==> src/rtl/core/ffha_pkg.sv <==
// Shared types and constants of the first-fit heap allocator.
// No dependencies; ffha_alu, ffha_seq and the top level import this package.
package ffha_pkg;

    localparam int DATA_W = 32;
    localparam int REQ_W = 17;
    localparam int NEED_W = REQ_W + 1;

    localparam logic [DATA_W-1:0] BASE_RESET = 32'h0080_0000;
    localparam logic [3:0] NEED_PAD = 4'd11;
    localparam logic [3:0] HDR_GAP = 4'd8;
    localparam logic REG_HEAP_BASE = 1'b0;

    typedef enum logic [1:0] {
        HDR_FREE = 2'd0,
        HDR_USED = 2'd1,
        HDR_END  = 2'd2
    } t_hdr_state;

    typedef enum logic [3:0] {
        ST_INIT,
        ST_IDLE,
        ST_NEED,
        ST_RD,
        ST_CHK,
        ST_ADV,
        ST_NXT,
        ST_REM,
        ST_WSPL,
        ST_WEND,
        ST_WUSE,
        ST_FOFF,
        ST_FRD,
        ST_FCHK
    } t_state;

    typedef struct packed {
        logic              sub;
        logic [DATA_W-1:0] a;
        logic [DATA_W-1:0] b;
        logic [3:0]        k;
    } t_alu_req;

endpackage

==> src/rtl/core/ffha_alu.sv <==
// Shared adder and subtractor of the allocator, one operation per cycle.
// Depends on ffha_pkg for the request type.
module ffha_alu
    import ffha_pkg::*;
(
    input  t_alu_req          i_req,
    output logic [DATA_W:0]   o_res
);

    logic [DATA_W:0] w_b;
    logic [DATA_W:0] w_cin;

    // Subtraction yields the borrow in the top bit.
    assign w_b   = i_req.sub ? ~{1'b0, i_req.b} : {1'b0, i_req.b};
    assign w_cin = i_req.sub ? (DATA_W+1)'(1) : (DATA_W+1)'(i_req.k);
    assign o_res = {1'b0, i_req.a} + w_b + w_cin;

endmodule

==> config.mk <==
export PLATFORM = sky130hd
export DESIGN_NAME = ffha_alu
export DESIGN_NICKNAME = d
export VERILOG_FILES = /design/src/rtl/core/ffha_pkg.sv /design/src/rtl/core/ffha_alu.sv
export SDC_FILE = /design/constraint.sdc
export NUM_CORES = 1
export LEC_CHECK = 0
export BUFFER_PORTS_ARGS = -buffer_cell sky130_fd_sc_hd__buf_4
export CAP_MARGIN = 5
export CORE_UTILIZATION = 52
export DETAILED_ROUTE_END_ITERATION = 10
export PLACE_DENSITY_LB_ADDON = 0.05
export SYNTH_ARGS = -nofsm -noshare
export SYNTH_HDL_FRONTEND = slang
export SYNTH_SLANG_ARGS = --single-unit
==> constraint.sdc <==
create_clock -name vclk -period 6.5
set_input_delay 0.975 -clock vclk [all_inputs]
set_output_delay 0.975 -clock vclk [all_outputs]
set_load 0.05 [all_outputs]
==> results.md, run 1 <==
- Die ar.: 0.00525 sq mm
- DP Wirelength: 5380 um
- Critical-path maximum fanout: 37
- Post-Syn Area: 0.00258 sq mm
- 1st-iter DRT viols: 117
- DRT antenna net count: 0
- Rel. slew slack: 0.637
- Die W: 72.5 um
- Finish-stage setup viols: 0
- Global-route wire length before repair: 10200 um
- Cell depth of the worst hold path: 3
- CP max-delay cell: fa_1
- Die extent in y: 72.5 um
- Fmax: 180 MHz
- Layout cells sized above 1: 0.261
- # rows: 25
- CP required: 5.52 ns
- RePlAce Congestion: 0.871
- Final Cycle Share: 0.854
- # DRC: 0
- Most instantiated cells after synthesis: 58 x ha_1, 37 x xor2_1, 28 x a21oi_1
- Grt ovf: 0
- Internal power: 324 uW
- Vias: 2662
- Core Box Area: 0.00475 sq mm
- Sw Ratio: 0.654
- CP Cell Sequence: buf_4 -> xnor2_1 -> fa_1 -> inv_1 -> ha_1 -> fa_1 -> a21oi_1 -> o2bb2ai_1 -> o211ai_1 -> a21oi_1 -> o21a_1 -> a221o_1 -> xor2_1 -> buf_4
- Crit path DAT: 4.57 ns
- Via/cell ratio: 5.40
- Hold endpoint: o_res[0]
- Nets: 560
- Net Sw Power: 611 uW
- Post-route cell area: 0.00337 sq mm
- Setup TNS: 0 ns
- Final slew viol count: 0
- Number of port buffers: 102
- WL per Instance: 12.8 um
- Yosys warns: 0
- Syn nets: 469
- Tmin final: 5.55 ns
- Register area: 0 sq um
- Cells after synthesis: 337
- Comb pwr share: 1.000
- Worst-margin pin slew: 0.544 ns
- Total wire length: 6300 um
- Hold path start: i_req[36]
- Setup Fix Bufs, Post-CTS: 0
- Top-count cell post-synth: ha_1
- Clock power share: 0
- Cts hold-fix bufs: 0
- Antenna violations before repair: 0
- Synth-to-layout area growth: 30.7%
- Placed inst area: 0.00337 sq mm
- Sequential share of the synthesized area: 0
- Main area contributors after synthesis: ha_1 28%, xor2_1 13%, xnor2_1 7.1%
- RSZ-0062 raised after global routing: no
- Synthesized area per cell: 7.66 sq um
- Reg power frac: 0
- Post_cts resized: 0
- Hold_ws: 2.38 ns
- CP Class: in2out
- Top-area cell type share of the netlist area: 0.281
- Inserted Diodes: 0
- Num sequential: 0
- Max-cap violations: 0
- Worst VDD drop: 0.000198 V
- # IOs: 102
- Area leader, netlist: ha_1
- Vias in the first global route: 2460
- First-pass DRT Iterations: 4
- Critical Path End Type: primary output
- Clock buffer count: 0
- Distinct cells, synth: 52
- Crit path largest cell delay: 0.55 ns
- Lkg Pwr: 1.80 nW
- GRT Total Usage: 0.230
- Outcome: completed
- Hold Violations, Final: 0
- Starting Density: 0.543
- PwrDens: 277 mW/mm^2
- Startpoint types: input port
- Largest net degree at the start of global routing: 38
- HP Class: in2out
==> layout by cell type, fill, tap and decap left out, types with 4 or more instances in the layout <==
cell type / instances
fa_1: 5
a31oi_1: 5
and4_1: 4
xor2_1: 37
xnor2_1: 21
nand2_1: 26
nand2b_1: 8
a21oi_1: 28
buf_4: 102
a21o_1: 13
nand3_1: 14
ha_1: 58
inv_1: 19
o21ai_0: 8
nor2_1: 18
and3_1: 6
==> area by class of cell <==
type | instances | area (sq um)
multi-input combinational | 305 | 2450
fill | 418 | 1380
timing repair buffer | 102 | 766
tap | 67 | 83.8
inverter | 19 | 71.3
==> critical path, delay by kind of cell <==
kind	cells	cell delay (ns)
buffers and inverters	3	0.72
xor gates and xnor gates	2	0.36
adders and majority gates	3	1.18
AOI/OAI and AO/OA	6	1.34
==> power groups by stage <==
stage	clock, mW	combinational [mW]	sequential, mW
2_1_floorplan	0	0.691	0
3_3_place_gp	0	0.923	0
3_5_place_dp	0	0.932	0
4_1_cts	0	0.937	0
5_1_grt	0	0.999	0
6_report	0	0.935	0
==> worst max-delay path by stage <==
stage,endpoint,from,cells after the start,slack (ns)
4_1_cts,o_res[29],i_req[68],14,0.92
6_report,o_res[29],i_req[68],14,0.95
3_3_place_gp,o_res[29],i_req[68],14,1.06
5_1_grt,o_res[29],i_req[68],14,0.77
2_1_floorplan,o_res[25],i_req[68],13,0.35
3_5_place_dp,o_res[29],i_req[68],14,0.93
==> per-stage QoR <==
| step | utilization | power [mW] | instances | worst slack (ns) |
|---|---|---|---|---|
| 6_report | 0.710 | 0.935 | 493 | 0.952 |
| 5_1_grt | 0.710 | 0.999 | 493 | 0.765 |
| 4_1_cts | 0.710 | 0.937 | 493 | 0.919 |
| 3_5_place_dp | 0.710 | 0.932 | 493 | 0.935 |
| 3_3_place_gp | 0.710 | 0.923 | 493 | 1.06 |
| 2_1_floorplan | - | 0.691 | 337 | 0.354 |
==> kinds of logic after synthesis <==
logic type      count (synthesis)  share of synthesized area
compound gates                 87                      0.237
xor+xnor                       58                      0.197
fa+ha+maj                      63                      0.320
buf+inv                        32                     0.0494
mux                             4                     0.0160
simple gates                   93                      0.181
==> per-layer routing <==
layer | up-vias | GRT usage | part of all wire
met4 | 0 | 0.0131 | 0.0046
met2 | 76 | 0.435 | 0.49
met1 | 1186 | 0.302 | 0.46
li1 | 1396 | - | -
met5 | - | 0 | 0
met3 | 4 | 0.00833 | 0.045
(Power assumes the default switching activity.)
==> run 2, diff against run 1 <==
--- a/config.mk
+++ b/config.mk
@@ -7,9 +7,10 @@
 export LEC_CHECK = 0
 export BUFFER_PORTS_ARGS = -buffer_cell sky130_fd_sc_hd__buf_4
 export CAP_MARGIN = 5
-export CORE_UTILIZATION = 52
+export CORE_UTILIZATION = 50
 export DETAILED_ROUTE_END_ITERATION = 10
 export PLACE_DENSITY_LB_ADDON = 0.05
+export SLEW_MARGIN = 0
 export SYNTH_ARGS = -nofsm -noshare
 export SYNTH_HDL_FRONTEND = slang
 export SYNTH_SLANG_ARGS = --single-unit
==> results.md, run 2 (synthesis results as in run 1) <==
- DRT antenna net count: 0
- RSZ-0062 raised after global routing: no
- CP Class: in2out
- Post_cts resized: 0
- Outcome: completed
- HP Class: in2out
- Hold_ws: 2.38 ns
- Util after Layout: 0.696
- Setup Fix Bufs, Post-CTS: 0
- Crit path DAT: 4.58 ns
- Largest net degree at the start of global routing: 38
- # rows: 25
- Die W: 73.9 um
- Total wire length: 6170 um
- # DRC: 0
- WL per Instance: 12.5 um
- Post-route cell area: 0.00337 sq mm
- Worst-margin pin slew: 0.535 ns
- Setup TNS: 0 ns
- Die extent in y: 73.9 um
- Placed inst area: 0.00337 sq mm
- CP required: 5.52 ns
- Multi-input logic area: 0.00245 sq mm
- Register area: 0 sq um
- Starting Density: 0.532
- Inserted Diodes: 0
- 1st-iter DRT viols: 124
- Fill cells: 431
- Nets: 560
- Max-cap violations: 0
- Lkg Pwr: 1.80 nW
- Number of port buffers: 102
- Global-route wire length before repair: 10300 um
- First-pass DRT Iterations: 4
- Hold Violations, Final: 0
- PwrDens: 276 mW/mm^2
- Antenna violations before repair: 0
- Synth-to-layout area growth: 30.7%
- GRT Total Usage: 0.228
- Critical-path maximum fanout: 37
- Cts hold-fix bufs: 0
- Layout cells sized above 1: 0.261
- Most frequent cells in the layout: 102 x buf_4, 58 x ha_1, 37 x xor2_1, 28 x a21oi_1, 26 x nand2_1
- Commonest non-fill, non-tap cell in the layout: buf_4
- Via/cell ratio: 5.52
- Num sequential: 0
- Clock buffer count: 0
- Core Box Area: 0.00485 sq mm
- Final Cycle Share: 0.855
- # IOs: 102
- Final slew viol count: 0
- Finish-stage setup viols: 0
- Startpoint types: input port
- Grt ovf: 0
- Vias: 2720
- Die ar.: 0.00545 sq mm
- Worst VDD drop: 0.000242 V
- Critical Path End Type: primary output
- RePlAce Congestion: 0.828
- Rel. slew slack: 0.643
- Tmin final: 5.56 ns
- DP Wirelength: 5300 um
- Fmax: 180 MHz
- Vias in the first global route: 2574
==> run 2: cell counts in the layout (fill, tap and decap cells not counted) <==
Identical to the previous run, type by type.
==> run 2: area by class of cell <==
cell class,instances,share of cell area
inverters,19,0.0211
multi-input cells,305,0.727
well taps,67,0.0248
repair buffers,102,0.227
==> run 2: power breakdown <==
part | internal, mW | switching, mW | total (mW) | leakage, nW
clock | 0 | 0 | 0 | 0
combinational | 0.323 | 0.608 | 0.931 | 1.80
sequential | 0 | 0 | 0 | 0
total | 0.323 | 0.608 | 0.931 | 1.80
==> run 2: path summary, 6_finish.rpt <==
kind,from,to,slack [ns],depth (start not counted)
max,i_req[68],o_res[29],0.94,14
min,i_req[36],o_res[0],2.38,3
==> run 2: metal layers <==
layer | track usage | wire length (um) | up-vias
li1 | - | - | 1392
met1 | 0.289 | 2710 | 1226
met2 | 0.426 | 3050 | 98
met3 | 0.0192 | 369 | 4
met4 | 0.0278 | 38 | 0
met5 | 0 | 0 | -
==> run 2: per-stage QoR <==
step,setup WS [ns],power (mW),cells
global route,0.747,1.00,493
global placement,1.02,0.923,493
detailed placement,0.927,0.930,493
finish,0.945,0.931,493
CTS,0.909,0.934,493
floorplan,0.354,0.691,337
==> run 2: critical path, cell delays in order <==
cell and delay, ns:
buf_4 0.44, xnor2_1 0.18, fa_1 0.52, inv_1 0.04, ha_1 0.22, fa_1 0.41
a21oi_1 0.23, o2bb2ai_1 0.14, o211ai_1 0.31, a21oi_1 0.11, o21a_1 0.23, a221o_1 0.36
xor2_1 0.18, buf_4 0.23
==> run 3, diff against run 2 <==
--- a/config.mk
+++ b/config.mk
@@ -7,7 +7,9 @@
 export LEC_CHECK = 0
 export BUFFER_PORTS_ARGS = -buffer_cell sky130_fd_sc_hd__buf_4
 export CAP_MARGIN = 5
-export CORE_UTILIZATION = 50
+export CELL_PAD_IN_SITES_DETAIL_PLACEMENT = 0
+export CELL_PAD_IN_SITES_GLOBAL_PLACEMENT = 1
+export CORE_UTILIZATION = 33
 export DETAILED_ROUTE_END_ITERATION = 10
 export PLACE_DENSITY_LB_ADDON = 0.05
 export SLEW_MARGIN = 0
==> constraint.sdc (replaced) <==
create_clock -name vclk -period 5.8
set_input_delay 0.87 -clock vclk [all_inputs]
set_output_delay 0.87 -clock vclk [all_outputs]
set_load 0.05 [all_outputs]
==> results.md, run 3 (synthesis results as in run 1) <==
- GRT Total Usage: 0.147
- RSZ-0062 raised after global routing: no
- Layout cells sized above 1: 0.267
- Crit path largest cell delay: 0.51 ns
- Cell count after placement: 526
- Vias in the first global route: 2442
- Placed inst area: 0.00344 sq mm
- WL per Instance: 12.0 um
- Final WS setup: 0.601 ns
- Rel. slew slack: 0.661
- # rows: 31
- Post-route cell area: 0.00344 sq mm
- PnR Total Power: 1.05 mW
- HP Class: in2out
- Global-route wire length before repair: 10500 um
- # DRC: 0
- Final instance count without filler cells: 526
- Die ar.: 0.00818 sq mm
- First-pass DRT Iterations: 4
- Startpoint types: input port
- Setup Fix Bufs, Post-CTS: 0
- Lkg Pwr: 1.81 nW
- Worst VDD drop: 0.000203 V
- Setup TNS: 0 ns
- Most frequent cells in the layout: 103 x buf_4, 58 x ha_1, 37 x xor2_1, 28 x a21oi_1, 26 x nand2_1
- Top Layer Used: met3
- Outcome: completed
- Critical Path End Type: primary output
- Hold endpoint: o_res[0]
- Grt ovf: 0
- PwrDens: 305 mW/mm^2
- Max-cap violations: 0
- Finish-stage setup viols: 0
- Antenna violations before repair: 0
- Die W: 90.4 um
- Number of port buffers: 102
- DRT antenna net count: 0
- Tmin final: 5.20 ns
- Wire length on met2: 2900 um
- Starting Density: 0.348
- Cell depth of the worst hold path: 3
- Final Cycle Share: 0.896
- Final slew viol count: 0
- Hold Violations, Final: 0
- Inserted Diodes: 0
- Util after Layout: 0.464
- Pre-CTS setup slack: 0.573 ns
- CP Class: in2out
- Vias: 2607
- Hold path start: i_req[36]
- Fill cells: 757
- CP Cell Sequence: buf_4 -> xnor2_1 -> fa_1 -> inv_1 -> ha_1 -> fa_1 -> a21oi_1 -> o2bb2ai_1 -> o211ai_1 -> a21oi_1 -> o21a_1 -> a221o_1 -> xor2_1 -> buf_4
- Fmax: 192 MHz
- Met3 Routed Length: 336 um
- Core Box Area: 0.00741 sq mm
- 1st-iter DRT viols: 57
- Num sequential: 0
- Commonest non-fill, non-tap cell in the layout: buf_4
- Hold_ws: 2.17 ns
- Via/cell ratio: 4.96
- RePlAce Congestion: 0.808
- Worst-margin pin slew: 0.503 ns
- Critical-path maximum fanout: 25
- CP max-delay cell: fa_1
- Nets: 561
- DP Wirelength: 5640 um
- # IOs: 102
- Synth-to-layout area growth: 33.1%
- WL met1: 3090 um
- Total wire length: 6330 um
- Cts hold-fix bufs: 0
- Register area: 0 sq um
- Clock buffer count: 0
- Crit path DAT: 4.33 ns
- Largest net degree at the start of global routing: 26
- CP required: 4.93 ns
- Post_cts resized: 0
- Die extent in y: 90.4 um
## run 3: changes by cell type in the layout (fill, tap and decap cells not counted), sizes merged
cell,previous run,this run
buf,102,103
## run 3: critical path, delay by kind of cell
kind                     cells  cell delay [ns]
AO/OA/AOI/OAI                6             1.44
adder cells (fa/ha/maj)      3             1.13
buffers and inverters        3             0.57
XOR/XNOR                     2             0.31
## run 3: cell type report
class                      count  area [sq um]  area share
multi-input combinational    305          2470       0.718
timing repair buffer         103           773       0.225
tap                           99           124      0.0361
inverter                      19          71.3      0.0208
## run 3: power by group
| group | total (mW) | internal, mW | switching [mW] |
|---|---|---|---|
| sequential | 0 | 0 | 0 |
| combinational | 1.05 | 0.365 | 0.684 |
| clock | 0 | 0 | 0 |
| total | 1.05 | 0.365 | 0.684 |
## run 3: worst max path at each step
stage | from | end | depth (start not counted)
detailed placement | i_req[68] | o_res[29] | 14
finish | i_req[68] | o_res[29] | 14
floorplan | i_req[68] | o_res[29] | 14
CTS | i_req[68] | o_res[29] | 14
global placement | i_req[68] | o_res[29] | 14
global route | i_req[68] | o_res[29] | 14
## run 3: layer usage
layer,track usage,up-vias
li1,-,1399
met1,0.201,1149
met2,0.258,59
met3,0.0185,0
met4,0.00403,0
met5,0,-
