$ cat src/rtl/core/ffha_pkg.sv
// Shared types and constants of the first-fit heap allocator.
// No dependencies; ffha_alu, ffha_seq and the top level import this package.
package ffha_pkg;

    localparam int DATA_W = 32;
    localparam int REQ_W = 17;
    localparam int NEED_W = REQ_W + 1;

    localparam logic [DATA_W-1:0] BASE_RESET = 32'h0080_0000;
    localparam logic [3:0] NEED_PAD = 4'd11;
    localparam logic [3:0] HDR_GAP = 4'd8;
    localparam logic REG_HEAP_BASE = 1'b0;

    typedef enum logic [1:0] {
        HDR_FREE = 2'd0,
        HDR_USED = 2'd1,
        HDR_END  = 2'd2
    } t_hdr_state;

    typedef enum logic [3:0] {
        ST_INIT,
        ST_IDLE,
        ST_NEED,
        ST_RD,
        ST_CHK,
        ST_ADV,
        ST_NXT,
        ST_REM,
        ST_WSPL,
        ST_WEND,
        ST_WUSE,
        ST_FOFF,
        ST_FRD,
        ST_FCHK
    } t_state;

    typedef struct packed {
        logic              sub;
        logic [DATA_W-1:0] a;
        logic [DATA_W-1:0] b;
        logic [3:0]        k;
    } t_alu_req;

endpackage

$ cat src/rtl/core/ffha_seq.sv
// Sequencer of the allocator: walks the header chain and updates headers.
// Depends on ffha_pkg; drives the shared ALU and the header RAM.
module ffha_seq
    import ffha_pkg::*;
#(
    parameter int HEAP_BYTES = 65536
) (
    input  logic                           i_clk,
    input  logic                           i_rst_n,
    input  logic                           i_start,
    input  logic                           i_kind,
    input  logic [REQ_W-1:0]               i_request_size,
    input  logic [DATA_W-1:0]              i_block_address,
    input  logic [DATA_W-1:0]              i_heap_base,
    output logic                           o_busy,
    output t_alu_req                       o_alu_req,
    input  logic [DATA_W:0]                i_alu_res,
    output logic                           o_ram_en,
    output logic                           o_ram_we,
    output logic [$clog2(HEAP_BYTES)-3:0]  o_ram_addr,
    output logic [$clog2(HEAP_BYTES)+2:0]  o_ram_wdata,
    input  logic [$clog2(HEAP_BYTES)+2:0]  i_ram_rdata,
    output logic                           o_done,
    output logic [DATA_W-1:0]              o_result_address,
    output logic                           o_status
);

    localparam int OW = $clog2(HEAP_BYTES);
    localparam int SW = OW + 1;
    localparam int PW = OW + 2;
    localparam logic [PW-1:0] P_LIMIT = PW'(HEAP_BYTES);
    localparam logic [DATA_W:0] R_LIMIT = (DATA_W+1)'(HEAP_BYTES);

    t_state r_state, n_state;
    logic [REQ_W-1:0]  r_req, n_req;
    logic [DATA_W-1:0] r_addr, n_addr;
    logic [NEED_W-1:0] r_need, n_need;
    logic [PW-1:0]     r_p, n_p;
    logic [SW-1:0]     r_size, n_size;
    logic [SW-1:0]     r_diff, n_diff;
    logic [SW-1:0]     r_rem, n_rem;
    logic [OW-1:0]     r_nxt, n_nxt;
    logic              r_is_end, n_is_end;
    logic              r_cut, n_cut;
    logic              r_done, n_done;
    logic [DATA_W-1:0] r_result, n_result;
    logic              r_status, n_status;

    t_hdr_state        w_hdr;
    logic [SW-1:0]     w_hdr_size;
    logic              w_accept;
    logic              w_p_fits;
    logic              w_res_fits;
    logic              w_off_fits;
    logic              w_split;

    assign w_hdr      = t_hdr_state'(i_ram_rdata[SW+1:SW]);
    assign w_hdr_size = i_ram_rdata[SW-1:0];
    assign w_accept   = i_start && (r_state == ST_IDLE);
    assign w_p_fits   = (r_p[1:0] == 2'b00) && (r_p < P_LIMIT);
    assign w_res_fits = i_alu_res < R_LIMIT;
    assign w_off_fits = (i_alu_res[1:0] == 2'b00) && ({1'b0, i_alu_res[DATA_W-1:0]} < R_LIMIT);
    assign w_split    = i_alu_res[DATA_W] || (i_alu_res[DATA_W-1:0] > DATA_W'(HDR_GAP));

    always_comb begin
        n_state = r_state;
        unique case (r_state)
            ST_INIT: n_state = ST_IDLE;
            ST_IDLE: begin
                if (w_accept) begin
                    n_state = i_kind ? ST_FOFF : ST_NEED;
                end
            end
            ST_NEED: n_state = ST_RD;
            ST_RD:   n_state = w_p_fits ? ST_CHK : ST_IDLE;
            ST_CHK: begin
                if (w_hdr == HDR_USED || (w_hdr == HDR_FREE && i_alu_res[DATA_W])) begin
                    n_state = ST_ADV;
                end else if (w_hdr == HDR_END) begin
                    n_state = ST_NXT;
                end else begin
                    n_state = w_split ? ST_NXT : ST_WUSE;
                end
            end
            ST_ADV:  n_state = ST_RD;
            ST_NXT: begin
                if (w_res_fits) begin
                    n_state = r_is_end ? ST_WEND : ST_REM;
                end else begin
                    n_state = r_is_end ? ST_IDLE : ST_WUSE;
                end
            end
            ST_REM:  n_state = ST_WSPL;
            ST_WSPL: n_state = ST_WUSE;
            ST_WEND: n_state = ST_WUSE;
            ST_WUSE: n_state = ST_IDLE;
            ST_FOFF: n_state = w_off_fits ? ST_FRD : ST_IDLE;
            ST_FRD:  n_state = ST_FCHK;
            ST_FCHK: n_state = ST_IDLE;
            default: n_state = ST_IDLE;
        endcase
    end

    always_comb begin
        o_alu_req   = '0;
        o_ram_en    = 1'b0;
        o_ram_we    = 1'b0;
        o_ram_addr  = r_p[OW-1:2];
        o_ram_wdata = '0;
        n_req       = r_req;
        n_addr      = r_addr;
        n_need      = r_need;
        n_p         = r_p;
        n_size      = r_size;
        n_diff      = r_diff;
        n_rem       = r_rem;
        n_nxt       = r_nxt;
        n_is_end    = r_is_end;
        n_cut       = r_cut;
        n_done      = 1'b0;
        n_result    = r_result;
        n_status    = r_status;
        unique case (r_state)
            ST_INIT: begin
                o_ram_en    = 1'b1;
                o_ram_we    = 1'b1;
                o_ram_addr  = '0;
                o_ram_wdata = {HDR_END, SW'(0)};
            end
            ST_IDLE: begin
                if (w_accept) begin
                    n_req  = i_request_size;
                    n_addr = i_block_address;
                end
            end
            ST_NEED: begin
                o_alu_req.a = DATA_W'(r_req);
                o_alu_req.k = NEED_PAD;
                n_need      = {i_alu_res[NEED_W-1:2], 2'b00};
                n_p         = '0;
            end
            ST_RD: begin
                if (w_p_fits) begin
                    o_ram_en = 1'b1;
                end else begin
                    n_done   = 1'b1;
                    n_result = '0;
                    n_status = 1'b1;
                end
            end
            ST_CHK: begin
                o_alu_req.sub = 1'b1;
                o_alu_req.a   = DATA_W'(w_hdr_size);
                o_alu_req.b   = DATA_W'(r_need);
                n_size        = w_hdr_size;
                n_diff        = i_alu_res[SW-1:0];
                n_is_end      = (w_hdr == HDR_END);
                n_cut         = 1'b0;
            end
            ST_ADV: begin
                o_alu_req.a = DATA_W'(r_p);
                o_alu_req.b = DATA_W'(r_size);
                o_alu_req.k = HDR_GAP;
                n_p         = i_alu_res[PW-1:0];
            end
            ST_NXT: begin
                o_alu_req.a = DATA_W'(r_p);
                o_alu_req.b = DATA_W'(r_need);
                o_alu_req.k = HDR_GAP;
                n_nxt       = i_alu_res[OW-1:0];
                if (!w_res_fits && r_is_end) begin
                    n_done   = 1'b1;
                    n_result = '0;
                    n_status = 1'b1;
                end
            end
            ST_REM: begin
                o_alu_req.sub = 1'b1;
                o_alu_req.a   = DATA_W'(r_diff);
                o_alu_req.b   = DATA_W'(HDR_GAP);
                n_rem         = i_alu_res[SW-1:0];
            end
            ST_WSPL: begin
                o_ram_en    = 1'b1;
                o_ram_we    = 1'b1;
                o_ram_addr  = r_nxt[OW-1:2];
                o_ram_wdata = {HDR_FREE, r_rem};
                n_cut       = 1'b1;
            end
            ST_WEND: begin
                o_ram_en    = 1'b1;
                o_ram_we    = 1'b1;
                o_ram_addr  = r_nxt[OW-1:2];
                o_ram_wdata = {HDR_END, SW'(0)};
                n_cut       = 1'b1;
            end
            ST_WUSE: begin
                o_ram_en    = 1'b1;
                o_ram_we    = 1'b1;
                o_ram_wdata = {HDR_USED, r_cut ? SW'(r_need) : r_size};
                o_alu_req.a = i_heap_base;
                o_alu_req.b = DATA_W'(r_p);
                n_done      = 1'b1;
                n_result    = i_alu_res[DATA_W-1:0];
                n_status    = 1'b0;
            end
            ST_FOFF: begin
                o_alu_req.sub = 1'b1;
                o_alu_req.a   = r_addr;
                o_alu_req.b   = i_heap_base;
                n_p           = PW'(i_alu_res[OW-1:0]);
                if (!w_off_fits) begin
                    n_done   = 1'b1;
                    n_result = r_addr;
                    n_status = 1'b1;
                end
            end
            ST_FRD: begin
                o_ram_en = 1'b1;
            end
            ST_FCHK: begin
                n_done   = 1'b1;
                n_result = r_addr;
                if (w_hdr == HDR_END) begin
                    n_status = 1'b1;
                end else begin
                    o_ram_en    = 1'b1;
                    o_ram_we    = 1'b1;
                    o_ram_wdata = {HDR_FREE, w_hdr_size};
                    n_status    = 1'b0;
                end
            end
            default: begin
                n_done = 1'b0;
            end
        endcase
    end

    always_ff @(posedge i_clk) begin
        if (!i_rst_n) begin
            r_state <= ST_INIT;
            r_done  <= 1'b0;
        end else begin
            r_state <= n_state;
            r_done  <= n_done;
        end
    end

    always_ff @(posedge i_clk) begin
        r_req    <= n_req;
        r_addr   <= n_addr;
        r_need   <= n_need;
        r_p      <= n_p;
        r_size   <= n_size;
        r_diff   <= n_diff;
        r_rem    <= n_rem;
        r_nxt    <= n_nxt;
        r_is_end <= n_is_end;
        r_cut    <= n_cut;
        r_result <= n_result;
        r_status <= n_status;
    end

    assign o_busy           = (r_state != ST_IDLE);
    assign o_done           = r_done;
    assign o_result_address = r_result;
    assign o_status         = r_status;

endmodule

$ cat config.mk
export PLATFORM = sky130hd
export DESIGN_NAME = ffha_seq
export DESIGN_NICKNAME = d
export VERILOG_FILES = /design/src/rtl/core/ffha_pkg.sv /design/src/rtl/core/ffha_seq.sv
export SDC_FILE = /design/constraint.sdc
export NUM_CORES = 1
export LEC_CHECK = 0
export ABC_AREA = 1
export BUFFER_PORTS_ARGS = -buffer_cell sky130_fd_sc_hd__buf_2
export CAP_MARGIN = 20
export CORE_UTILIZATION = 43
export CTS_BUF_LIST = sky130_fd_sc_hd__clkbuf_4 sky130_fd_sc_hd__clkbuf_8
export CTS_CLUSTER_DIAMETER = 150
export DETAILED_ROUTE_END_ITERATION = 10
export PLACE_DENSITY = 0.8
export SLEW_MARGIN = 10
export SYNTH_ARGS = -nofsm -noshare
export SYNTH_HDL_FRONTEND = slang
export SYNTH_SLANG_ARGS = --single-unit
$ cat constraint.sdc
create_clock -name i_clk -period 3.05 [get_ports i_clk]
set_input_delay 0 -clock i_clk [delete_from_list [all_inputs] [get_ports i_clk]]
set_output_delay 0 -clock i_clk [all_outputs]
set_load 0.03 [all_outputs]
==> results of run 1 <==
==> cell usage in the layout (no fill, tap or decap), types with 4 or more instances in the layout <==
cell type | synthesis | routed
buf_2 | 20 | 274
edfxtp_1 | 183 | 183
nand2_1 | 176 | 175
inv_1 | 124 | 123
dlygate4sd3_1 | 0 | 101
nor2_1 | 100 | 98
o21ai_0 | 69 | 69
o22ai_1 | 39 | 39
nand3_1 | 24 | 24
a21oi_1 | 21 | 21
clkbuf_8 | 0 | 17
buf_4 | 7 | 16
inv_2 | 11 | 12
o221ai_1 | 11 | 11
o211ai_1 | 10 | 10
a22oi_1 | 8 | 8
o2111ai_1 | 7 | 7
nand4_1 | 6 | 6
nor2_4 | 4 | 5
nand2_2 | 4 | 5
nor2_2 | 4 | 5
dfxtp_1 | 5 | 5
a22o_1 | 4 | 4
o311ai_1 | 4 | 4
inv_8 | 0 | 4
==> critical path, stage by stage (launching register included) <==
cell and delay [ns]:
dfxtp_1 0.49, inv_1 0.10, nand2_1 0.15, inv_1 0.09
nand2_4 0.23, nand2_2 0.31, inv_1 0.40, o21ai_0 0.13
nor2_1 0.20, nand3_1 0.10, buf_2 0.19
==> flip-flops by register name (all words and copies together) (netlist names), 14 cells and up <==
register,flops
r_diff,17
r_addr,32
r_p,18
r_need,16
r_req,17
r_rem,17
r_size,17
o_result_address,32
r_nxt,14
==> routing by layer <==
metal | vias to the layer above | GRT usage [%]
met1 | 3822 | 39.3
met5 | - | 0
met3 | 83 | 5.73
met2 | 578 | 46.2
met4 | 0 | 11.9
li1 | 3703 | -
==> cells by family after synthesis <==
| kind of cell | share of synthesized area (%) |
|---|---|
| simple gates | 14.9 |
| flops | 63.9 |
| compound gates | 12.6 |
| buf+inv | 8.09 |
| fa+ha+maj | 0.429 |
| other cells | 0.0429 |
==> cell type report <==
class	count	area (um^2)
flip-flops and latches	188	5600
well taps	265	332
multi-input cells	502	2460
diodes	2	5.00
repair buffers	393	2540
clock buffers	17	234
clock inverters	15	188
fillers	1633	7850
inverters	136	510
==> stage by stage <==
stage / util [%] / hold slack (ns) / area, um^2 / setup WS (ns)
2_1_floorplan: - / 0.0989 / 8750 / 0.429
3_3_place_gp: 52.9 / 0.178 / 10400 / 0.804
3_5_place_dp: 52.9 / 0.178 / 10400 / 0.780
4_1_cts: 60.1 / 0.00283 / 11900 / 0.229
5_1_grt: 60.2 / 0.0475 / 11900 / 0.0437
6_report: 60.2 / 0.0483 / 11900 / 0.170
==> final timing paths <==
kind         depth (start not counted)  slack [ns]                   end
min                                  5        0.05            r_state[3]
max reg2reg                          9        0.74  o_result_address[16]
max                                 10        0.17         o_alu_req[39]
min reg2reg                          2        0.61  o_result_address[14]
==> power by group through the flow <==
stage | clock network [W] | registers (W) | logic [W]
after floorplan | 0 | 0.00300 | 0.000260
after CTS | 0.00181 | 0.00293 | 0.000640
after detailed placement | 0 | 0.00299 | 0.000535
after global placement | 0 | 0.00299 | 0.000534
after global routing | 0.00190 | 0.00294 | 0.000689
final | 0.00180 | 0.00293 | 0.000650
==> flow_summary.rst, run 1 <==
.. list-table::
   :header-rows: 1

   * - Metric
     - Value
   * - Result of the run
     - finished clean
   * - Cts repair resizes
     - 0
   * - Number of unique standard cell types used by synthesis
     - 34
   * - Met3 Wirelength
     - 3130 um
   * - Largest cells by area after synthesis
     - edfxtp_1 (63%), nand2_1 (7.6%), inv_1 (5.3%)
   * - DRC violations left
     - 0
   * - Portion of total power attributed to sequential cells
     - 54.5%
   * - NumNets Final
     - 1,378
   * - Total nets after synthesis
     - 1,001
   * - Post-detailed-route wirelength per cell
     - 20.2 um
   * - Clock network power share
     - 33.4%
   * - Maximum clock skew at final layout
     - 0.0108 ns
   * - Post-synthesis instance area
     - 8750 um^2
   * - Final std cells w/o fill
     - 1,518
   * - Number of violations of the max-capacitance limit
     - 0
   * - Number of placement rows
     - 51
   * - Setup repair after global routing missed its margin
     - false
   * - Commonest register cell after synthesis
     - edfxtp_1
   * - Number of violations reported at the end of detailed-routing iteration 0
     - 1,012
   * - Layout overhead on the synthesized area
     - 35.6%
   * - Via density per instance
     - 5.39
   * - Net load switching power
     - 0.00141 W
   * - Deepest level of the CTS H-tree
     - 4
   * - Number of flops mapped to enable cells by yosys
     - 183
   * - Met2 routed wirelength
     - 14,400 um
   * - Total number of clock tree sinks
     - 188
   * - I/O Pins
     - 276
   * - Crit path arrival time
     - 2.88 ns
   * - Average footprint of a synthesized cell
     - 10.2 um^2
   * - Worst skew pair latency
     - 0.48 ns
   * - Register bit total from synthesis
     - 188
   * - Number of buffers inserted by hold repair at cts
     - 101
   * - Chip height
     - 145 um
   * - CP Data Required Time
     - 3.05 ns
   * - Highest metal layer with signal wires
     - met4
   * - DP HPWL
     - 20,400 um
   * - Leakage component of the power
     - 5.26 nW
   * - Critical Path Source
     - r_state[1]
   * - Total Routed Length
     - 30,700 um
   * - Biggest fanout along the worst timing path
     - 17
   * - Core region area
     - 19,700 um^2
   * - Die boundary width
     - 145 um
   * - Cts bufs inserted
     - 17
   * - Vias in the first global route
     - 7,760
   * - Pwr/cell area
     - 453 nW/um^2
   * - Cells after synthesis
     - 861
   * - Setup bufs post-CTS
     - 0
   * - Antenna violations before repair
     - 2
   * - Clock tree root driver cell
     - clkbuf_8
   * - Final period demand of the worst path
     - 2.88 ns
   * - Maximum number of pins on one net before global-route repair
     - 66
   * - Global-route total usage across every layer
     - 29.2%
   * - Combinational share of power
     - 12.1%
   * - Die outline area
     - 20,900 um^2
   * - Worst R2R Start
     - r_state[1]
   * - Via count
     - 8,186
   * - Library cell with the largest summed area after synthesis
     - edfxtp_1
   * - Overflow after GRT
     - 0
   * - Actual slew at the worst max-slew pin
     - 0.874 ns
   * - Global-route wire length before repair
     - 43,800 um
   * - Crit Path Class
     - reg2out
   * - Commonest cells in the synthesized netlist
     - edfxtp_1 (183), nand2_1 (176), inv_1 (124)
   * - Category of the worst setup path launch point
     - flop
   * - Placer Congestion
     - 0.895
   * - TritonCTS clock tree
     - yes
   * - Switching share of total power
     - 26.2%
   * - Max-slew violation total from the final report
     - 0
   * - Area share of the leading cell type in the synthesized netlist
     - 62.8%
   * - Design Power
     - 0.00538 W
   * - Final-report setup violation count
     - 0
   * - Worst vdd ir
     - 0.269 mV
   * - Final Hold Viols
     - 0
   * - Clock-pin slew on the worst setup and hold paths
     - 0.10 ns
   * - Fraction of layout cells with a size suffix above 1
     - 28.1%
   * - Post-Route M1 WL
     - 12,200 um
   * - Max frequency
     - 0.347 GHz
   * - Accumulated negative setup slack
     - 0 ns
   * - Crit path capture type
     - output pin
   * - Crit share post-route
     - 94.4%
   * - Cell with the most instances after synthesis
     - edfxtp_1
   * - Number of cells in the design after placement
     - 1,383
   * - Cell internal power dissipation
     - 0.00397 W
   * - Sequential area share after synthesis
     - 63.9%
   * - Worst slew margin relative to its limit
     - 41.7%
   * - Starting density of the core
     - 44.4%
   * - Total number of yosys warnings
     - 0
   * - Tightest Hold Check Type
     - in2reg
   * - Iteration count of the initial detailed-routing pass
     - 8
   * - Final antenna-violating net count
     - 0
   * - Start point of the worst hold path
     - i_kind
   * - Port-buffer cells
     - 274
   * - Ys async rst share
     - 0%
   * - Maximum buffer depth of the clock tree
     - 2
Note: power is estimated with default switching activity, not from simulation.
==> run 2: changes to the inputs <==
Settings changed: RECOVER_POWER set to 25, TNS_END_PERCENT set to 50.
==> flow_summary.rst, run 2 (same netlist as run 1, synthesis figures left out) <==
.. list-table::
   :header-rows: 1

   * - Metric
     - Value
   * - Final std cells w/o fill
     - 1,518
   * - I/O Pins
     - 276
   * - Commonest cells after routing, fill and taps aside
     - buf_2 (243), edfxtp_1 (183), nand2_1 (175)
   * - Via count
     - 8,193
   * - CP peak stage delay
     - 0.49 ns
   * - Post-detailed-route wirelength per cell
     - 20.3 um
   * - Maximum buffer depth of the clock tree
     - 2
   * - Port-buffer cells
     - 274
   * - Setup repair after global routing missed its margin
     - false
   * - Crit path capture type
     - output pin
   * - Most frequent standard cell in the layout excluding fill and tap cells
     - buf_2
   * - DRC violations left
     - 0
   * - Slowest stage cell on the critical path
     - dfxtp_1
   * - Crit path arrival time
     - 2.86 ns
   * - DP HPWL
     - 20,400 um
   * - Placer Congestion
     - 0.895
   * - Worst path buffer plus inverter count
     - 4
   * - Hold Path Cell Cnt
     - 5
   * - Overflow after GRT
     - 0
   * - Max frequency
     - 0.350 GHz
   * - Actual slew at the worst max-slew pin
     - 0.868 ns
   * - Maximum clock skew at final layout
     - 0.0103 ns
   * - Chip height
     - 145 um
   * - Crit path setup slack, layout
     - 0.195 ns
   * - Tightest Hold Check Type
     - in2reg
   * - Clock tree root driver cell
     - clkbuf_8
   * - Cell area after layout
     - 11,800 um^2
   * - Total number of cells along the worst setup path
     - 10
   * - Category of the worst setup path launch point
     - flop
   * - Result of the run
     - finished clean
   * - Final-report setup violation count
     - 0
   * - Max-slew violation total from the final report
     - 0
   * - CP Data Required Time
     - 3.05 ns
   * - Worst skew pair latency
     - 0.48 ns
   * - Global-route total usage across every layer
     - 29.2%
   * - Worst slew margin relative to its limit
     - 42.0%
   * - Cts repair resizes
     - 0
   * - Final period demand of the worst path
     - 2.86 ns
   * - Number of violations of the max-capacitance limit
     - 0
   * - Accumulated negative setup slack
     - 0 ns
   * - Worst slack at placement
     - 0.780 ns
   * - Deepest level of the CTS H-tree
     - 4
   * - Worst vdd ir
     - 0.268 mV
   * - Pwr/cell area
     - 454 nW/um^2
   * - Largest delay contributor family on the critical path
     - simple AND/OR/NAND/NOR gates
   * - Total Routed Length
     - 30,700 um
   * - Global-route wire length before repair
     - 43,800 um
   * - Crit share post-route
     - 93.6%
   * - Cts bufs inserted
     - 17
   * - Crit Path Class
     - reg2out
   * - TritonCTS clock tree
     - yes
   * - Die boundary width
     - 145 um
   * - Number of cells in the design after placement
     - 1,383
   * - Fraction of layout cells with a size suffix above 1
     - 25.6%
   * - Worst-path cell chain
     - inv_1 > nand2_1 > inv_1 > nand2_4 > nand2_2 > inv_1 > o21ai_0 > nor2_1 > nand3_1 > buf_2
   * - Fillers
     - 1,657
   * - Total number of clock tree sinks
     - 188
   * - Final Hold Viols
     - 0
   * - Layout overhead on the synthesized area
     - 35.2%
   * - Via density per instance
     - 5.40
   * - Leakage component of the power
     - 5.17 nW
   * - Final antenna-violating net count
     - 0
   * - Cell area reported after detailed placement
     - 10,400 um^2
   * - Clock-pin slew on the worst setup and hold paths
     - 0.10 ns
   * - Length in cells of the worst reg-to-reg path
     - 9
   * - Vias in the first global route
     - 7,760
   * - Biggest fanout along the worst timing path
     - 17
   * - Number of violations reported at the end of detailed-routing iteration 0
     - 1,053
   * - Number of placement rows
     - 51
   * - Maximum number of pins on one net before global-route repair
     - 66
   * - Antenna violations before repair
     - 2
   * - Die outline area
     - 20,900 um^2
   * - Core region area
     - 19,700 um^2
   * - Iteration count of the initial detailed-routing pass
     - 6
   * - Starting density of the core
     - 44.4%
   * - NumNets Final
     - 1,378
   * - Cell with the most instances on the worst path
     - inv_1
## run 2: cell types whose count changed in the layout (fill, tap and decap cells not counted)
cell	change
buf_2	-31
clkbuf_1	+31
## run 2: worst reg2reg max path, stage by stage (launching register included)
cell and delay [ns]:
dfxtp_1 0.49, nand2_1 0.16, inv_1 0.11, nand2_2 0.07, inv_2 0.33, nand2_1 0.12
clkinv_1 0.07, nor2_1 0.05, inv_1 0.32, buf_12 0.28
## run 2: power by group
group,switching (W),internal (W),leakage [nW]
Combinational,0.000411,0.000234,3.23
Sequential,0.0000281,0.00290,1.74
Clock,0.000969,0.000828,0.205
Total,0.00141,0.00397,5.17
## run 2: per-stage QoR
stage / hold slack (ns) / power, W / utilization (%)
final: 0.0485 / 0.00537 / 60.0
after detailed placement: 0.178 / 0.00352 / 52.9
after global placement: 0.178 / 0.00352 / 52.9
after floorplan: 0.0989 / 0.00326 / -
after global routing: 0.0475 / 0.00552 / 60.0
after CTS: 0.00283 / 0.00538 / 60.1
## run 2: per-layer routing
metal	wire, um	global-route usage, %	vias up
li1	-	-	3712
met1	12300	39.3	3828
met2	14500	46.2	566
met3	2980	5.73	87
met4	956	11.9	0
met5	0	0	-
## run 2: layout make-up
class,count,area [um^2],share of cell area (%)
sequential,188,5600,47.3
multi-input combinational,502,2460,20.8
antenna,2,5.00,0.0423
clock buffer,17,234,1.98
timing repair buffer,393,2500,21.2
clock inverter,15,188,1.59
inverter,136,510,4.32
tap,265,332,2.80
## run 2: final timing paths
check | start | to | slack, ns
hold reg to reg | r_addr[14] | o_result_address[14] | 0.61
hold / removal | i_kind | r_state[3] | 0.05
setup / recovery | r_state[1] | o_alu_req[39] | 0.19
setup reg to reg | r_state[1] | o_result_address[16] | 0.73
## run 2: what timing repair did
action                    4_1_cts  5_1_grt
setup buffers                   0        0
hold buffers                  101        0
hold endpoints to repair      180        0
